[config.mk]
export PLATFORM = sky130hd
export DESIGN_NAME = cu_front
export DESIGN_NICKNAME = d
export VERILOG_FILES = /design/src/cu_pkg.sv /design/src/cu_front.sv
export SDC_FILE = /design/constraint.sdc
export NUM_CORES = 1
export LEC_CHECK = 0
export BUFFER_PORTS_ARGS = -buffer_cell sky130_fd_sc_hd__buf_2
export CAP_MARGIN = 20
export CORE_AREA = 2 2 52 54
export DETAILED_ROUTE_END_ITERATION = 10
export DIE_AREA = 0 0 54 56
export PLACE_DENSITY = 0.77
export SETUP_SLACK_MARGIN = 0.15
export SLEW_MARGIN = 10
export SYNTH_ARGS = -nofsm -noshare
export SYNTH_HDL_FRONTEND = slang
export SYNTH_SLANG_ARGS = --single-unit
[constraint.sdc]
create_clock -name vclk -period 0.9
set_input_delay 0 -clock vclk [all_inputs]
set_output_delay 0 -clock vclk [all_outputs]
set_load 0.01 [all_outputs]
[src/cu_pkg.sv]
package cu_pkg;

	localparam int RANK_W  = 42;
	localparam int SET_W   = 6;
	localparam int PICK_W  = 5;
	localparam int ELEM_W  = 6;
	localparam int POS_W   = 4;

	typedef enum logic [1:0] {
		STATUS_OK    = 2'd0,
		STATUS_RANGE = 2'd1,
		STATUS_CFG   = 2'd2
	} status_t;

	// one queued job: rank plus the config snapshot it runs with
	typedef struct packed {
		logic [RANK_W-1:0] rank;
		logic [SET_W-1:0]  n;
		logic [PICK_W-1:0] k;
		logic              cfg_err;
	} job_t;

	// exact C(a,b) by Pascal rows; elaboration-time only
	function automatic logic [63:0] binom(input int a, input int b);
		logic [63:0] row [0:63];
		for (int j = 0; j < 64; j++) begin
			row[j] = (j == 0) ? 64'd1 : 64'd0;
		end
		for (int aa = 1; aa <= a; aa++) begin
			for (int j = 63; j > 0; j--) begin
				row[j] = row[j] + row[j-1];
			end
		end
		return (b >= 0 && b < 64) ? row[b] : 64'd0;
	endfunction

endpackage

[src/cu_front.sv]
module cu_front #(
	parameter int N_MAX = 48,
	parameter int K_MAX = 16
) (
	input  logic                        start,
	input  logic                        full,
	input  logic [cu_pkg::RANK_W-1:0]   rank_value,
	input  logic [cu_pkg::SET_W-1:0]    set_size,
	input  logic [cu_pkg::PICK_W-1:0]   pick_size,
	output logic                        push,
	output cu_pkg::job_t                job
);

	logic n_ok;
	logic k_ok;

	// config sanity: 1..N_MAX, 1..K_MAX, k <= n
	assign n_ok = (set_size != '0) && (set_size <= cu_pkg::SET_W'(N_MAX));
	assign k_ok = (pick_size != '0) && (pick_size <= cu_pkg::PICK_W'(K_MAX)) &&
	              ({1'b0, pick_size} <= set_size);

	assign push        = start && !full;
	assign job.rank    = rank_value;
	assign job.n       = set_size;
	assign job.k       = pick_size;
	assign job.cfg_err = !(n_ok && k_ok);

endmodule

-- Word level (Yosys, flattened, before mapping)
Index checks and enable logic that the tools add are counted.
- word-level logic and storage cells: 12
- register bits after elaboration: 0
- bits of input ports: 55
- output and inout bits: 55
- reduce and logical (&&, ||, !) cells: 9
- magnitude comparators: 3
- operators with widths (kind ; count):
    $le 5x6->1 ; 1
    $le 6x6->1 const B ; 1
    $reduce_bool 6->1 ; 1
    $le 5x5->1 const B ; 1
    $logic_and 1x1->1 ; 5
    $reduce_bool 5->1 ; 1
    $logic_not 1->1 ; 2

-- Logic depth before layout (Yosys ltp)
- depth in word-level cells: 5
- gate-level depth with buffers: 6
- mapped depth without buffers: 6

-- Worst setup path after synthesis
No wires, ideal clock.
- kind: in2out
- start point: input set_size[4] in the netlist's numbering
- end point: output job[0] in the netlist's numbering
- stages: 6
- data arrival time: 0.932 ns
- setup slack: -0.032 ns
- cell sequence: inv_1 > ha_1 > and3_1 > o21ai_0 > nand3_1 > a211o_1
- RTL lines (item ; RTL line ; RTL):
    start, declared ; cu_front.sv:8 ; input logic [cu_pkg::SET_W-1:0] set_size,
    end, declared ; cu_front.sv:11 ; output cu_pkg::job_t job

==> out/summary.txt <==
status -> finished with violations
failing checks -> setup timing
min-delay src -> rank_value[6]
Post-synth top cells -> buf_4, ha_1, inv_1
post-synth top area share -> 67.2%
Syn Area/Cell -> 7.49 um2
Combinational Power Share -> 100.0%
Seq pwr share -> 0%
P&R area growth vs syn -> -9.30%
sequential fraction of the synthesis area -> 0%
Final min period -> 1.06 ns
# IOs -> 110
final non-filler cell total -> 88
number of global-route vias before repair -> 319
VDD IR max -> 0.141 mV
storage element area -> 0 um2
Die Ht -> 56 um
crit path kind -> in2out
# port buffers -> 26
max cap viols -> 0
share of layout cells above drive strength 1 -> 75.9%
Post-route DRC -> 0
DR WL/cell -> 11.0 um
Mapped Area -> 592 um2
post-synth cell types -> 16
cts-stage hold buffer count -> 0
final WL -> 972 um
Detailed Routing Iterations Pass 1 -> 4
setup TNS -> -0.160 ns
first-pass GRT wire length -> 1450 um
core outline area -> 2430 um2
starting density of the core -> 24.3%
1st-iter DRT viols -> 6
Required @ worst endpoint -> 0.90 ns
Vias -> 344
Pins Over Slew Limit -> 0
Final Cycle Share -> 118%
hold violation count in the final report -> 0
number of instances in the placed design -> 87
DR vias/cell -> 3.91
crit path DAT -> 1.06 ns
Mapped Cells -> 79
Crit. End Element -> output port
filler cell count -> 284
Synth Warn # -> 0
clkbuf count -> 0
Switching Share -> 44.8%
critical path launch point type -> primary input
Worst Hold Path EP -> job[18]
count leader, synth -> buf_4
Total Routing Usage GR -> 6.01%
Leak -> 0.249 nW
Final Wtd Congestion -> 0.690
final worst slack -> -0.160 ns
sequential cell count -> 0
worst-path fanout max -> 2
multi-input logic area -> 243 um2
ANT cells -> 0
clock power share -> 0%
full die area -> 3020 um2
largest net degree at the start of global routing -> 5
HP Class -> in2out
Cell Int Power -> 0.000134 W
Synth area leaders -> buf_4, ha_1, nor4_4, inv_1, nor2b_1
Max-slew headroom -> 83.9%
Max Freq -> 944 MHz
dpl cell area -> 464 um2
WHS Path Cells -> 0
grt ovf -> 0
fin area -> 537 um2
row cnt -> 18
RSZ-0062 raised after global routing -> true
Detailed Place HPWL -> 882 um
Die W -> 54 um
Pwr Density -> 451 nW/um2
ANT nets after route -> 0
Slew @ Worst Pin -> 0.240 ns
switching power of the nets -> 0.000109 W
final setup vio count -> 1
# nets final -> 120
leading area contributor after synthesis -> buf_4
initial antenna violation count -> 0
syn nets -> 139
worst max path at each step:
stage                   to  cells after the start    startpoint  slack (ns)
global placement    job[0]                      8   set_size[1]       -0.25
CTS                 job[0]                      8   set_size[4]       -0.17
finish              job[0]                      6  pick_size[3]       -0.16
global route        job[0]                      8   set_size[1]       -0.21
detailed placement  job[0]                      8   set_size[1]       -0.26
floorplan           job[0]                      5  pick_size[1]        0.06
what timing repair did:
action                     in CTS  in global routing
buffers inserted                1                  0
gates resized for setup        15                  1
pin swaps                       8                  0
cloned                          0                  0
setup endpoints to repair       1                  1
area by class of cell:
cell class                 instances  share of cell area (%)
timing repair buffer              32                    42.0
multi-input combinational         21                    45.2
inverter                           5                    5.83
tap                               30                    6.99
critical path, cell delays in order:
cell and delay (ns):
buf_4 0.12, ha_4 0.26, and3_4 0.17, a31oi_1 0.07
a211o_1 0.30, buf_2 0.14
power groups by stage:
stage / sequential, W / combinational (W) / clock [W]
2_1_floorplan: 0 / 0.000320 / 0
3_3_place_gp: 0 / 0.000207 / 0
3_5_place_dp: 0 / 0.000212 / 0
4_1_cts: 0 / 0.000246 / 0
5_1_grt: 0 / 0.000270 / 0
6_report: 0 / 0.000242 / 0
kinds of logic (layout without fill, tap and decap cells):
kind of cell / count (synthesis) / in the layout / synth area share [%]
AO/OA/AOI/OAI: 5 / 5 / 5.07
XOR/XNOR: 1 / 1 / 1.48
adder cells (fa/ha/maj): 5 / 5 / 10.6
buffers and inverters: 58 / 37 / 70.4
AND/OR/NAND/NOR: 10 / 10 / 12.5
layout by cell type (no fill, tap or decap):
cell,instances
buf_2,18
buf_4,8
ha_4,4
buf_6,4
inv_4,3
nand3_1,2
nor2b_1,2
nor4_4,2
nand2_1,2
buf_8,2
inv_6,1
inv_1,1
a21oi_1,1
and3_4,1
o21ai_2,1
a31oi_1,1
xor2_1,1
nor2_1,1
o21ai_1,1
a211o_1,1
ha_1,1
through the flow:
step / hold slack (ns) / utilization, % / total power (W) / worst slack (ns)
floorplan: 0.0464 / - / 0.000320 / 0.0628
finish: 0.00000443 / 22.1 / 0.000242 / -0.160
global placement: 0.0000686 / 19.1 / 0.000207 / -0.251
CTS: 0.0000686 / 21.9 / 0.000246 / -0.166
global route: 0.0000150 / 22.1 / 0.000270 / -0.206
detailed placement: 0.0000686 / 19.1 / 0.000212 / -0.260
metal layers:
metal,GRT usage (%),up-vias,share of wire [%]
met4,4.64,0,5.9
met3,0.269,16,16
li1,-,157,-
met5,0,-,0
met1,6.89,143,31
met2,9.93,28,47
Power figures use the tool's default switching activity.
