`config.mk`:
```
export PLATFORM = sky130hd
export DESIGN_NAME = cu_queue
export DESIGN_NICKNAME = d
export VERILOG_FILES = /design/src/cu_pkg.sv /design/src/cu_queue.sv
export SDC_FILE = /design/constraint.sdc
export NUM_CORES = 1
export LEC_CHECK = 0
export BUFFER_PORTS_ARGS = -buffer_cell sky130_fd_sc_hd__clkbuf_2
export CAP_MARGIN = 25
export CORE_MARGIN = 3
export CORE_UTILIZATION = 40
export DETAILED_ROUTE_END_ITERATION = 6
export PLACE_DENSITY = 0.66
export SKIP_CTS_REPAIR_TIMING = 1
export SLEW_MARGIN = 10
export SYNTH_ARGS = -nofsm -noshare
export SYNTH_HDL_FRONTEND = slang
export SYNTH_SLANG_ARGS = --single-unit
```
`constraint.sdc`:
```
create_clock -name clk -period 3.3 [get_ports clk]
set_clock_uncertainty 0.05 [all_clocks]
set_input_delay 0.495 -clock clk [delete_from_list [all_inputs] [get_ports clk]]
set_output_delay 0.495 -clock clk [all_outputs]
set_load 0.01 [all_outputs]
```
`src/cu_pkg.sv`:
```
package cu_pkg;

	localparam int RANK_W  = 42;
	localparam int SET_W   = 6;
	localparam int PICK_W  = 5;
	localparam int ELEM_W  = 6;
	localparam int POS_W   = 4;

	typedef enum logic [1:0] {
		STATUS_OK    = 2'd0,
		STATUS_RANGE = 2'd1,
		STATUS_CFG   = 2'd2
	} status_t;

	// one queued job: rank plus the config snapshot it runs with
	typedef struct packed {
		logic [RANK_W-1:0] rank;
		logic [SET_W-1:0]  n;
		logic [PICK_W-1:0] k;
		logic              cfg_err;
	} job_t;

	// exact C(a,b) by Pascal rows; elaboration-time only
	function automatic logic [63:0] binom(input int a, input int b);
		logic [63:0] row [0:63];
		for (int j = 0; j < 64; j++) begin
			row[j] = (j == 0) ? 64'd1 : 64'd0;
		end
		for (int aa = 1; aa <= a; aa++) begin
			for (int j = 63; j > 0; j--) begin
				row[j] = row[j] + row[j-1];
			end
		end
		return (b >= 0 && b < 64) ? row[b] : 64'd0;
	endfunction

endpackage

```
`src/cu_queue.sv`:
```
module cu_queue (
	input  logic         clk,
	input  logic         arst_n,
	input  logic         push,
	input  cu_pkg::job_t din,
	input  logic         pop,
	output cu_pkg::job_t dout,
	output logic         empty,
	output logic         full
);

	// two-entry queue
	cu_pkg::job_t mem_q [2];
	logic         wr_ptr_q;
	logic         rd_ptr_q;
	logic [1:0]   cnt_q;
	logic         do_push;
	logic         do_pop;

	assign empty   = (cnt_q == 2'd0);
	assign full    = (cnt_q == 2'd2);
	assign do_push = push && !full;
	assign do_pop  = pop && !empty;
	assign dout    = mem_q[rd_ptr_q];

	always_ff @(posedge clk) begin
		if (do_push) begin
			mem_q[wr_ptr_q] <= din;
		end
	end

	always_ff @(posedge clk or negedge arst_n) begin
		if (!arst_n) begin
			wr_ptr_q <= 1'b0;
			rd_ptr_q <= 1'b0;
			cnt_q    <= 2'd0;
		end else begin
			if (do_push) begin
				wr_ptr_q <= !wr_ptr_q;
			end
			if (do_pop) begin
				rd_ptr_q <= !rd_ptr_q;
			end
			case ({do_push, do_pop})
				2'b10:   cnt_q <= cnt_q + 2'd1;
				2'b01:   cnt_q <= cnt_q - 2'd1;
				default: cnt_q <= cnt_q;
			endcase
		end
	end

endmodule

```
### Word-level counts from Yosys, hierarchy flattened

Memories as Yosys holds them, arrays and structs flattened.
Cells that the tools add are included.

* register bits: 4
* RAM bits: 108
* word-level logic and storage cells: 20
* memories: 1

Memory list
* mem_q: words 2, bits a word 54, read ports 1, clocked after memory_dff 0, write ports 1, RTL line cu_queue.sv:13 `cu_pkg::job_t mem_q [2];`

* $add $sub $neg: 2
* equality and inequality tests: 3
* mux-type cells: 3
* reductions and logical operators: 8

Operators with widths (number)
* $eq 2x2->1 const B: 2
* $logic_not 1->1: 4
* $pmux 2 s2: 1
* $add 2x1->2 const B: 1
* $eq 2x1->1 const B: 1
* $logic_and 1x1->1: 2
* $logic_not 2->1: 1
* $mux 1: 2
* $reduce_bool 2->1: 1
* $sub 2x1->2 const B: 1

### Longest topological paths before layout

* word-level depth: 5
* mapped depth: 6
* mapped depth without buffers: 6

### Worst setup path after synthesis

OpenSTA, ideal clock, no wires.

* path kind: reg2reg
* start: reg cnt_q[0]
* end: mem mem_q[0][0] (netlist bit) (enable)
* setup time: 466 ps
* arrival: 2899 ps
* required time: 2784 ps
* setup slack: -115 ps
* cell stages (with the launch flop): 4
* path buffers: 0
* clock period less this slack: 3415 ps
* cells stage by stage: dfrtp_1 -> nand2b_1 -> nand2_1 -> nor2_1

* longest elaborated chain between the ends: 5

Ends and longest elaborated chain
* from (decl): RTL line cu_queue.sv:16 `logic [1:0] cnt_q;`
* from (signal assigned): RTL line cu_queue.sv:45 `2'b10: cnt_q <= cnt_q + 2'd1;`
* from (signal assigned): RTL line cu_queue.sv:46 `2'b01: cnt_q <= cnt_q - 2'd1;`
* from (signal assigned): RTL line cu_queue.sv:47 `default: cnt_q <= cnt_q;`
* $eq 2x2->1: RTL line cu_queue.sv:21 `assign full = (cnt_q == 2'd2);`
* $logic_not 1->1: RTL line cu_queue.sv:22 `assign do_push = push && !full;`
* $logic_and 1x1->1: RTL line cu_queue.sv:22
* $mux 1: RTL line cu_queue.sv:27 `if (do_push) begin`
* $mux 1 (implied by the code): RTL line cu_queue.sv:28 `mem_q[wr_ptr_q] <= din;`
* to (decl): RTL line cu_queue.sv:13

No other way between the ends.

==> metrics <==
outcome=finished, final reports clean; CTS tree=done; crit-path cells=buf_4 -> mux2_2 -> clkbuf_2; Area Overhead vs Synth=20.4%; largest net degree at the start of global routing=39; Via Count=2050; max-slew violations=0; GR Util met2=19.1%; setup violators final=0; Crit Path Category=reg2out; CP required=2750 ps; Yosys Warn Count=0; FMAX=397 MHz; Distinct cells, synth=15; gr usage total=11.9%; I/O Buffers=113; vias per cell=4.57; antenna violations before repair=0; Setup crit end kind=output port; Seq cells post-synth=112; Bufs on Longest Clock Path=2; crit path time final=2520 ps; Post-Syn Instances=186; share of cells above drive strength 1=60.1%; DIE AREA=0.0121 mm²; Routed WL=7.13 mm; first-pass GRT wire length=10.7 mm; area of the core=0.0105 mm²; slowest stage delay, CP=730 ps; period utilization=76.4%; worst skew pair latency=340 ps; vias in the first global route=2133; CTS Buf Count=9; number of remaining DRC errors=0; # fillers=904; Avg WL per Cell=15.9 µm; Post-Syn Area=0.00434 mm²; leak pwr=2.11 nW; Least-Margin Pin Slew=710 ps; worst setup path endpoint=dout[46]; Clock Tree Root=clkbuf_8; routability congestion estimate=0.643; Die Y=110 µm; Ports=114; Final TNS setup=0 ps; worst flop-to-flop path startpoint=cnt_q[0]; Power Density=837 mW/mm²; Syn Nets=245; DRT Pass-1 Iters=4; hpwl dp=4.89 mm; Final Util=50.0%; cell row count=37; R2R Setup Slk=1400 ps; Max Cap Violations=0; grt peak-use layer=met2; worst path arrival time=1980 ps; met1 Use GR=15.1%; fin nets=368; DRT iter0 DRCs=73; relative slew slack=52.7%; # H-tree levels=3; Starting Density=41.5%; Fin. Hold Viols=0; Seq/Total Area, Yosys=77.0%; Hold Crit Class=in2reg; Syn Area/Cell=23.3 µm²; Startpoint Class=flop; RSZ-0062 raised after global routing=false; antenna-violating nets left=0; Reg clk slew, reported paths=100 ps; GR Util met3=3.73%; clk sinks=112; crit path from=rd_ptr_q; CP max FO=25; diode count=0; R2R Path End=mem_q[1][0]; Die Width=110 µm; Reg2Reg Depth=3; slowest library cell on the worst path=dfrtp_4; global route total overflow=0; Max IR drop VDD=424 µV
-- metal layers --
| layer | up-vias | part of all wire [%] |
|---|---|---|
| met1 | 993 | 41 |
| met5 | - | 0 |
| li1 | 965 | - |
| met4 | 0 | 1.3 |
| met2 | 84 | 49 |
| met3 | 8 | 8.6 |
-- state kept, by name (all words and copies together) (netlist names) --
| register | cells |
|---|---|
| cnt_q | 2 |
| rd_ptr_q | 1 |
| wr_ptr_q | 1 |
| mem_q | 108 |
-- area by class of cell --
type                    count  area, µm²  area share (%)
clock buffers              11        131            2.51
clock inverters             4       53.8            1.03
well taps                 136        170            3.25
flip-flops and latches    112       3350            64.0
multi-input cells          67        893            17.1
inverters                   1       3.75          0.0718
repair buffers            118        631            12.1
-- worst max-delay path: cells and delay by family, from the launching register on --
family,cells,cell delay (ps)
DFF,1,730
muxes,1,370
buffers and inverters,2,500
-- cell usage in the layout, fill, tap and decap left out, drive strengths merged --
cell,synthesis,layout
and3,1,1
buf,6,4
bufinv,0,1
clkbuf,0,124
clkinvlp,0,2
dfrtp,4,4
dlygate4sd3,0,1
edfxtp,108,108
ha,1,1
inv,1,2
mux2,54,54
nand2,1,1
nand2b,1,1
nor2,3,3
nor2b,1,1
xnor2,3,3
xor2,2,2
-- per-stage QoR --
| step | total power [mW] | instances | hold slack (ps) | worst slack, ps | cell area [µm²] |
|---|---|---|---|---|---|
| after floorplan | 3.26 | 186 | 149 | 784 | 4350 |
| after global placement | 3.66 | 433 | 271 | 1150 | 5030 |
| after detailed placement | 3.68 | 433 | 268 | 1130 | 5030 |
| after CTS | 4.46 | 448 | -132 | 720 | 5220 |
| after global routing | 4.64 | 449 | 250 | 683 | 5230 |
| final | 4.38 | 449 | 274 | 778 | 5230 |
-- worst min-delay path by stage --
stage                  from           end  cells past startpoint
finish              din[28]  mem_q[1][28]                      1
global route        din[28]  mem_q[1][28]                      1
CTS                  arst_n      rd_ptr_q                      1
detailed placement   arst_n      cnt_q[0]                      1
global placement     arst_n      cnt_q[0]                      1
floorplan            arst_n      cnt_q[0]                      0
-- where the power goes --
| part | internal, mW | total (mW) | switching (mW) |
|---|---|---|---|
| sequential | 1.95 | 2.11 | 0.165 |
| combinational | 0.791 | 1.50 | 0.704 |
| clock | 0.351 | 0.772 | 0.421 |
| total | 3.09 | 4.38 | 1.29 |
-- cells by family after synthesis --
family	synth area share [%]
flops	77.0
mux	18.2
buf+inv	2.65
simple gates	0.836
xor+xnor	1.01
fa+ha+maj	0.288
-- cells in the mapped netlist --
cell,instances,area [µm²]
and3_1,1,6.26
buf_12,5,100
buf_6,1,11.3
dfrtp_1,4,100
edfxtp_1,108,3240
ha_1,1,12.5
inv_1,1,3.75
mux2_2,5,56.3
mux2_4,49,736
nand2_1,1,3.75
nand2b_1,1,6.26
nor2_1,3,11.3
nor2b_2,1,8.76
xnor2_1,3,26.3
xor2_1,2,17.5
No activity file was read; power rests on OpenSTA's default activity.
